## src/rtl/usp_pkg.sv

```systemverilog
`timescale 1ns / 1ps
// usp_pkg: types, codes and helper functions of the URL split parser.
// No dependencies; imported by url_split_parser_top.
package usp_pkg;

    // parse phase
    typedef enum logic [1:0] {
        PH_PROTOCOL = 2'd0,
        PH_HOST     = 2'd1,
        PH_PORT     = 2'd2,
        PH_RESOURCE = 2'd3
    } t_phase;

    // result kinds
    localparam logic [1:0] KIND_PROTOCOL = 2'd0;
    localparam logic [1:0] KIND_HOST     = 2'd1;
    localparam logic [1:0] KIND_RESOURCE = 2'd2;
    localparam logic [1:0] KIND_SUMMARY  = 2'd3;

    // summary status
    localparam logic [1:0] ST_OK      = 2'd0;
    localparam logic [1:0] ST_NO_SEP  = 2'd1;
    localparam logic [1:0] ST_NO_PROT = 2'd2;

    localparam logic [7:0]  CH_COLON  = 8'h3A;
    localparam logic [7:0]  CH_SLASH  = 8'h2F;
    localparam logic [7:0]  CH_ZERO   = 8'h30;
    localparam logic [7:0]  CH_NINE   = 8'h39;
    localparam logic [15:0] PORT_HTTPS = 16'd443;
    localparam logic [15:0] PORT_HTTP  = 16'd80;
    localparam logic [2:0]  HTTPS_LEN  = 3'd5;
    localparam int          MAX_RESULTS = 4;

    typedef struct packed {
        logic [1:0]  kind;
        logic [7:0]  data_byte;
        logic [15:0] port_number;
        logic        secure;
        logic [1:0]  status;
        logic        last_of_url;
    } t_item;

    // one character of "https" by position
    function automatic logic [7:0] https_char(input logic [2:0] idx);
        logic [7:0] c;
        case (idx)
            3'd0:    c = 8'h68;  // h
            3'd1:    c = 8'h74;  // t
            3'd2:    c = 8'h74;  // t
            3'd3:    c = 8'h70;  // p
            3'd4:    c = 8'h73;  // s
            default: c = 8'h00;
        endcase
        return c;
    endfunction

    // track the case-insensitive "https" compare for one protocol byte
    function automatic logic [3:0] https_track(input logic [2:0] idx, input logic mis,
                                               input logic [7:0] b);
        logic [7:0] lc;
        logic [2:0] n_idx;
        logic       n_mis;
        lc    = (b >= 8'h41 && b <= 8'h5A) ? b + 8'd32 : b;
        n_idx = idx;
        n_mis = mis;
        if (idx < HTTPS_LEN) begin
            if (lc != https_char(idx)) n_mis = 1'b1;
            n_idx = idx + 3'd1;
        end else begin
            n_mis = 1'b1;
        end
        return {n_idx, n_mis};
    endfunction

    function automatic t_item byte_item(input logic [1:0] kind, input logic [7:0] b);
        t_item it;
        it           = '0;
        it.kind      = kind;
        it.data_byte = b;
        return it;
    endfunction

endpackage

```

## src/rtl/url_split_parser_top.sv

```systemverilog
`timescale 1ns / 1ps
// url_split_parser_top: URL splitter, protocol / host / resource tagging with port summary.
// Depends on usp_pkg.
//
// Results are registered twice: first into the result buffer, then into the output register.
// Throughput: one input beat per cycle while each beat yields at most one result and the output
//   is not stalled; a beat that yields more (up to 4: held separator bytes, the byte, the summary)
//   holds off the next beat while the single output register drains the buffer, one result a cycle.
// Reset: synchronous, active low; clears phase, parse state, buffer count and output valid.
module url_split_parser_top (
    input  logic        i_clk,
    input  logic        i_rst_n,
    // input stream
    input  logic        i_s_tvalid,
    output logic        o_s_tready,
    input  logic [7:0]  i_s_tdata,   // [7:0] url_byte
    input  logic        i_s_tlast,   // is_final
    // result stream
    output logic        o_m_tvalid,
    input  logic        i_m_tready,
    output logic [31:0] o_m_tdata,   // [7:0] data_byte, [23:8] port_number, [24] secure,
                                     // [26:25] status, [31:27] zero
    output logic [1:0]  o_m_tuser,   // [1:0] kind
    output logic        o_m_tlast    // last_of_url
);
    import usp_pkg::*;

    // parse state
    t_phase      r_phase;
    logic [1:0]  r_sep;          // bytes of "://" currently held
    logic        r_seen;         // a protocol byte has gone out
    logic [2:0]  r_hidx;
    logic        r_hmis;
    logic [15:0] r_pacc;
    logic        r_pgiven;
    logic        r_pend;         // port digits ended

    // result buffer: all results of one accepted beat, drained in order
    t_item       r_buf [MAX_RESULTS];
    logic [2:0]  r_rem;          // results still in buffer
    logic [1:0]  r_rd;           // next slot to drain

    // output register
    t_item       r_out;
    logic        r_out_vld;

    // next values from the incoming beat
    t_phase      n_phase;
    logic [1:0]  n_sep;
    logic        n_seen;
    logic [2:0]  n_hidx;
    logic        n_hmis;
    logic [15:0] n_pacc;
    logic        n_pgiven;
    logic        n_pend;
    t_item       n_res [MAX_RESULTS];
    logic [2:0]  n_cnt;

    logic out_free, move, accept;

    assign out_free   = !r_out_vld || i_m_tready;
    assign move       = out_free && (r_rem != 3'd0);
    assign o_s_tready = (r_rem == 3'd0) || ((r_rem == 3'd1) && out_free);
    assign accept     = i_s_tvalid && o_s_tready;

    assign o_m_tvalid = r_out_vld;
    assign o_m_tdata  = {5'b0, r_out.status, r_out.secure, r_out.port_number, r_out.data_byte};
    assign o_m_tuser  = r_out.kind;
    assign o_m_tlast  = r_out.last_of_url;

    // one pass over the incoming byte: up to four results and the next parse state
    always_comb begin
        logic [7:0]  b;
        logic [19:0] prod;
        logic [3:0]  ht;
        t_item       sum;
        b        = i_s_tdata;
        n_phase  = r_phase;
        n_sep    = r_sep;
        n_seen   = r_seen;
        n_hidx   = r_hidx;
        n_hmis   = r_hmis;
        n_pacc   = r_pacc;
        n_pgiven = r_pgiven;
        n_pend   = r_pend;
        n_cnt    = 3'd0;
        prod     = '0;
        ht       = '0;
        sum      = '0;
        for (int k = 0; k < MAX_RESULTS; k++) n_res[k] = '0;

        case (r_phase)
            PH_PROTOCOL: begin
                if (r_sep == 2'd1) begin
                    if (b == CH_SLASH) begin
                        n_sep = 2'd2;
                    end else begin
                        // release held ':'
                        ht = https_track(n_hidx, n_hmis, CH_COLON);
                        {n_hidx, n_hmis} = ht;
                        n_seen = 1'b1;
                        n_res[n_cnt[1:0]] = byte_item(KIND_PROTOCOL, CH_COLON);
                        n_cnt = n_cnt + 3'd1;
                        if (b != CH_COLON) begin
                            n_sep = 2'd0;
                            ht = https_track(n_hidx, n_hmis, b);
                            {n_hidx, n_hmis} = ht;
                            n_res[n_cnt[1:0]] = byte_item(KIND_PROTOCOL, b);
                            n_cnt = n_cnt + 3'd1;
                        end
                    end
                end else if (r_sep == 2'd2) begin
                    if (b == CH_SLASH) begin
                        n_sep   = 2'd0;
                        n_phase = PH_HOST;
                    end else begin
                        // release held ":/"
                        ht = https_track(n_hidx, n_hmis, CH_COLON);
                        {n_hidx, n_hmis} = ht;
                        n_res[n_cnt[1:0]] = byte_item(KIND_PROTOCOL, CH_COLON);
                        n_cnt = n_cnt + 3'd1;
                        ht = https_track(n_hidx, n_hmis, CH_SLASH);
                        {n_hidx, n_hmis} = ht;
                        n_res[n_cnt[1:0]] = byte_item(KIND_PROTOCOL, CH_SLASH);
                        n_cnt = n_cnt + 3'd1;
                        n_seen = 1'b1;
                        if (b == CH_COLON) begin
                            n_sep = 2'd1;
                        end else begin
                            n_sep = 2'd0;
                            ht = https_track(n_hidx, n_hmis, b);
                            {n_hidx, n_hmis} = ht;
                            n_res[n_cnt[1:0]] = byte_item(KIND_PROTOCOL, b);
                            n_cnt = n_cnt + 3'd1;
                        end
                    end
                end else begin
                    if (b == CH_COLON) begin
                        n_sep = 2'd1;
                    end else begin
                        ht = https_track(n_hidx, n_hmis, b);
                        {n_hidx, n_hmis} = ht;
                        n_seen = 1'b1;
                        n_res[n_cnt[1:0]] = byte_item(KIND_PROTOCOL, b);
                        n_cnt = n_cnt + 3'd1;
                    end
                end
            end
            PH_HOST: begin
                if (b == CH_SLASH) begin
                    n_phase = PH_RESOURCE;
                    n_res[n_cnt[1:0]] = byte_item(KIND_RESOURCE, b);
                    n_cnt = n_cnt + 3'd1;
                end else if (b == CH_COLON) begin
                    n_phase  = PH_PORT;
                    n_pgiven = 1'b1;
                end else begin
                    n_res[n_cnt[1:0]] = byte_item(KIND_HOST, b);
                    n_cnt = n_cnt + 3'd1;
                end
            end
            PH_PORT: begin
                if (b == CH_SLASH) begin
                    n_phase = PH_RESOURCE;
                    n_res[n_cnt[1:0]] = byte_item(KIND_RESOURCE, b);
                    n_cnt = n_cnt + 3'd1;
                end else if (!r_pend && b >= CH_ZERO && b <= CH_NINE) begin
                    // acc * 10 + digit, saturating
                    prod = {1'b0, r_pacc, 3'b0} + {3'b0, r_pacc, 1'b0}
                         + {16'b0, b[3:0]};
                    n_pacc = (prod > 20'd65535) ? 16'hFFFF : prod[15:0];
                end else begin
                    n_pend = 1'b1;
                end
            end
            PH_RESOURCE: begin
                n_res[n_cnt[1:0]] = byte_item(KIND_RESOURCE, b);
                n_cnt = n_cnt + 3'd1;
            end
            default: begin
                n_phase = PH_PROTOCOL;
            end
        endcase

        if (i_s_tlast) begin
            sum             = '0;
            sum.kind        = KIND_SUMMARY;
            sum.last_of_url = 1'b1;
            if (n_phase == PH_PROTOCOL) begin
                // no separator: release whatever part of it is held
                if (n_sep != 2'd0) begin
                    n_res[n_cnt[1:0]] = byte_item(KIND_PROTOCOL, CH_COLON);
                    n_cnt = n_cnt + 3'd1;
                end
                if (n_sep == 2'd2) begin
                    n_res[n_cnt[1:0]] = byte_item(KIND_PROTOCOL, CH_SLASH);
                    n_cnt = n_cnt + 3'd1;
                end
                sum.status = ST_NO_SEP;
            end else if (!n_seen) begin
                sum.status = ST_NO_PROT;
            end else begin
                sum.status      = ST_OK;
                sum.secure      = !n_hmis && (n_hidx == HTTPS_LEN);
                sum.port_number = n_pgiven ? n_pacc : (sum.secure ? PORT_HTTPS : PORT_HTTP);
            end
            n_res[n_cnt[1:0]] = sum;
            n_cnt = n_cnt + 3'd1;
            // back to reset state for the next URL
            n_phase  = PH_PROTOCOL;
            n_sep    = 2'd0;
            n_seen   = 1'b0;
            n_hidx   = 3'd0;
            n_hmis   = 1'b0;
            n_pacc   = 16'd0;
            n_pgiven = 1'b0;
            n_pend   = 1'b0;
        end
    end

    // parse state and buffer control
    always_ff @(posedge i_clk) begin
        if (!i_rst_n) begin
            r_phase   <= PH_PROTOCOL;
            r_sep     <= 2'd0;
            r_seen    <= 1'b0;
            r_hidx    <= 3'd0;
            r_hmis    <= 1'b0;
            r_pacc    <= 16'd0;
            r_pgiven  <= 1'b0;
            r_pend    <= 1'b0;
            r_rem     <= 3'd0;
            r_rd      <= 2'd0;
            r_out_vld <= 1'b0;
        end else begin
            if (move) begin
                r_out_vld <= 1'b1;
                r_rd      <= r_rd + 2'd1;
                r_rem     <= r_rem - 3'd1;
            end else if (out_free) begin
                r_out_vld <= 1'b0;
            end
            // a new beat refills the buffer; any old slot still left was drained above
            if (accept) begin
                r_phase  <= n_phase;
                r_sep    <= n_sep;
                r_seen   <= n_seen;
                r_hidx   <= n_hidx;
                r_hmis   <= n_hmis;
                r_pacc   <= n_pacc;
                r_pgiven <= n_pgiven;
                r_pend   <= n_pend;
                r_rem    <= n_cnt;
                r_rd     <= 2'd0;
            end
        end
    end

    // payload registers
    always_ff @(posedge i_clk) begin
        if (move) begin
            r_out <= r_buf[r_rd];
        end
        if (accept) begin
            for (int k = 0; k < MAX_RESULTS; k++) r_buf[k] <= n_res[k];
        end
    end

endmodule
```

## config.mk

```make
export PLATFORM = sky130hd
export DESIGN_NAME = url_split_parser_top
export DESIGN_NICKNAME = d
export VERILOG_FILES = /design/src/rtl/usp_pkg.sv /design/src/rtl/url_split_parser_top.sv
export SDC_FILE = /design/constraint.sdc
export NUM_CORES = 1
export LEC_CHECK = 0
export ABC_AREA = 1
export BUFFER_PORTS_ARGS = -buffer_cell sky130_fd_sc_hd__buf_2
export CORE_MARGIN = 2
export CORE_UTILIZATION = 45
export CTS_BUF_LIST = sky130_fd_sc_hd__clkbuf_8
export CTS_CLUSTER_DIAMETER = 60
export DETAILED_ROUTE_END_ITERATION = 10
export HOLD_SLACK_MARGIN = 0.02
export PLACE_DENSITY = 0.71
export SYNTH_ARGS = -nofsm -noshare
export SYNTH_HDL_FRONTEND = slang
export SYNTH_SLANG_ARGS = --single-unit
export TNS_END_PERCENT = 1
```

## constraint.sdc

```tcl
create_clock -name i_clk -period 5.44 [get_ports i_clk]
set_input_delay 0.544 -clock i_clk [delete_from_list [all_inputs] [get_ports i_clk]]
set_output_delay 0.544 -clock i_clk [all_outputs]
set_load 0.01 [all_outputs]
```

==> impl_metrics.json <==
{
  "outcome": "complete, no violations",
  "vias_per_cell": 5.48,
  "worst_setup_path_end_kind": "register",
  "cts_tree": "built",
  "grt_pass1_wl_mm": 38.3,
  "cp_common_cell": "nand2_1",
  "drv_slew": 0,
  "tns_ns": 0,
  "dr.pass1.iters": 5,
  "place_hpwl_mm": 16.9,
  "critPathArrivalTime_ns": 4.64,
  "crit_buf_inv": 4,
  "timing.final.crit_share_pct": 80.4,
  "synth_area_um2": 9800,
  "cp-start-kind": "register",
  "drc": 0,
  "cts.sinks": 172,
  "syn_to_final_growth_pct": 8.40,
  "clk_latency_ns": 0.47,
  "min_period_ns": 4.37,
  "die_h_um": 152,
  "worstPathRequired_ns": 5.71,
  "antenna_left": 0,
  "die-area_um2": 23000,
  "irDropWorstVdd_mv": 0.283,
  "syn-mean-instance-area_um2": 8.85,
  "wl_mm": 23.6,
  "min_path_cells": 3,
  "num-fill-cells": 1987,
  "fin_nets": 1217,
  "cp_max_fo": 16,
  "grt_pass1_vias": 7366,
  "rsz0062_at_grt": "no",
  "cts_inserted_buffers": 17,
  "synthCells": 1107,
  "min_path_type": "in2reg",
  "regToRegSetupSlack_ns": 1.07,
  "fin_skew_ns": 0.0130,
  "final_layout_size_suffix_gt1_share_pct": 13.2,
  "yosys.area.top_type": "edfxtp_1",
  "htreeDepth": 4,
  "critPathLaunch": "r_phase[0]",
  "place_congestion": 0.929,
  "critPathKind": "reg2reg",
  "post_cts_buffers": 0,
  "rr_endpoint": "r_buf[1][26]",
  "min_from": "i_rst_n",
  "yosys-top-cells-area": "edfxtp_1 (43%), ha_1 (7.1%), dfxtp_1 (6.7%), nand2_1 (6.6%), nor2_1 (6.1%)",
  "holdWs_ns": 0.362,
  "ys_dominant_reg_cell": "edfxtp_1",
  "grt_use_total_pct": 21.4,
  "vias": 7866,
  "cts.path.max_buffers": 2,
  "drt_iter0_markers": 758,
  "async_reset_ff_share_pct": 0,
  "crit_chain": "nor2_1, buf_4, inv_1, nor3_2, nand2_1, nand2_1, nand2_1, ha_1, o21ai_1, ha_1, nand2_1, o21ai_1, nor2_1, inv_1, ha_1, nand2_1, inv_1, nor4_1",
  "synth_top_area_share_pct": 42.6,
  "cp_slowest_cell": "nand2_1",
  "io_pins": 50,
  "portBuffers": 44,
  "tightest_slew_ns": 1.02,
  "reg2regPathDepth": 18,
  "hold_buffers": 0,
  "wl_per_cell_um": 16.5,
  "max_freq_mhz": 229,
  "die_w_um": 152,
  "path_depth": 18,
  "power.density_nw_per_um2": 360,
  "hold_viol": 0,
  "grt-ovfl-total": 0,
  "cpPeakStageDelay_ns": 0.43,
  "yosysWarnings": 0,
  "ys_seq_elements": 172,
  "ys_types": 49,
  "synth-edff-count": 139,
  "grt_max_degree": 72,
  "hold_end": "r_rem[1]",
  "path_delay_family": "simple AND/OR/NAND/NOR gates",
  "p_leak_nw": 4.39,
  "final-setup-viol-count": 0,
  "timing.slew.headroom_pct": 31.8,
  "cts-root-buf": "clkbuf_8",
  "cts_resized": 0,
  "cap_violations": 0,
  "r2r-start": "r_phase[0]",
  "synth_seq_area_share_pct": 49.3,
  "antenna_found_initial": 2,
  "fp.coreArea_um2": 21200,
  "start_util_pct": 46.2,
  "cts.reportedPaths.clkPinSlew_ns": 0.09,
  "placementRows": 53
}
==> registers in the layout (all words and copies together) (netlist names) <==
register	cells
r_sep	2
r_buf	109
r_hidx	3
o_m_tvalid	1
r_hmis	1
r_phase	2
r_rem	3
o_m_tlast	1
r_pgiven	1
o_m_tdata	27
r_pacc	16
r_seen	1
r_rd	2
r_pend	1
o_m_tuser	2
==> synthesized netlist by cell type (4+ instances only) <==
cell type	n
dfxtp_1	33
nand2_2	14
clkbuf_1	27
nand4_1	19
edfxtp_1	139
nor2_2	4
nand2_1	173
nor2_4	8
o21ai_1	11
nand3_2	8
nor3_1	5
a22oi_1	26
inv_1	92
inv_2	17
xor2_1	10
o21ai_0	114
buf_4	5
xnor2_1	8
o22ai_1	15
nand3_1	53
ha_1	56
or2_2	8
a21oi_1	53
nor2_1	160
o21ai_2	4
a31oi_1	6
==> routing by layer <==
layer / global-route usage, % / routed length (um) / vias to the layer above
li1: - / - / 3891
met1: 29.7 / 10900 / 3664
met2: 34.0 / 10900 / 266
met3: 4.16 / 1300 / 43
met4: 7.18 / 497 / 2
met5: 0 / 11 / -
==> report_power, final <==
group	leakage, nW	switching (mW)	internal (mW)
Sequential	1.62	0.0985	1.92
Clock	0.171	0.485	0.315
Combinational	2.60	0.723	0.282
Total	4.39	1.31	2.51
==> worst max path at each step <==
stage / slack (ns) / endpoint
6_report: 1.07 / r_buf[1][26]
5_1_grt: 0.71 / r_buf[1][27]
4_1_cts: 1.12 / r_buf[1][26]
3_5_place_dp: 1.0 / r_buf[1][26]
3_3_place_gp: 1.16 / r_buf[1][13]
2_1_floorplan: 0.91 / r_hidx[1]
==> logic make-up after synthesis <==
logic type / after synthesis / synth area share (%)
DFF: 172 / 49.3
and+or+nand+nor: 463 / 21.3
AOI/OAI and AO/OA: 246 / 14.1
other: 1 / 0.0383
adders and majority gates: 58 / 7.56
buffers and inverters: 149 / 6.04
xor gates and xnor gates: 18 / 1.61
==> stage by stage <==
step | cells | total power, mW | area (um2) | utilization [%] | setup WS (ns)
finish | 1435 | 3.82 | 10600 | 50.1 | 1.07
global route | 1435 | 4.04 | 10600 | 50.1 | 0.711
global placement | 1402 | 3.02 | 10300 | 48.5 | 1.16
floorplan | 1111 | 2.69 | 9820 | - | 0.914
detailed placement | 1402 | 3.06 | 10300 | 48.5 | 0.996
CTS | 1434 | 3.84 | 10600 | 50.1 | 1.12
==> cell usage in the layout, fill, tap and decap left out, drive strengths merged, types with 5 or more instances in the layout <==
cell,instances
dfxtp,33
nor2,172
edfxtp,139
nand4,19
inv,116
or2,10
ha,56
nand2,189
o22ai,15
a22oi,26
nor3,7
conb,5
clkbuf,17
a21oi,54
a31oi,6
buf,53
o21ai,129
nand3,61
clkinvlp,5
xor2,10
clkinv,6
xnor2,8
==> worst reg2reg max path, cell delays in order, from the launching register on <==
cell and delay, ns:
dfxtp_1 0.36, nor2_1 0.12, buf_4 0.20, inv_1 0.21
nor3_2 0.34, nand2_1 0.21, nand2_1 0.14, nand2_1 0.17
ha_1 0.32, o21ai_1 0.30, ha_1 0.29, nand2_1 0.06
o21ai_1 0.06, nor2_1 0.22, inv_1 0.10, ha_1 0.20
nand2_1 0.43, inv_1 0.16, nor4_1 0.29
==> final cells by class <==
| class | instances | area [um2] | area share, % |
|---|---|---|---|
| repair buffers | 53 | 288 | 2.71 |
| clock inverters | 15 | 104 | 0.977 |
| flip-flops and latches | 172 | 4830 | 45.5 |
| inverters | 112 | 425 | 4.00 |
| clock buffers | 17 | 234 | 2.20 |
| multi-input cells | 790 | 4390 | 41.3 |
| well taps | 275 | 344 | 3.24 |
| diodes | 1 | 2.50 | 0.0236 |
Note: power is estimated with default switching activity, not from simulation.
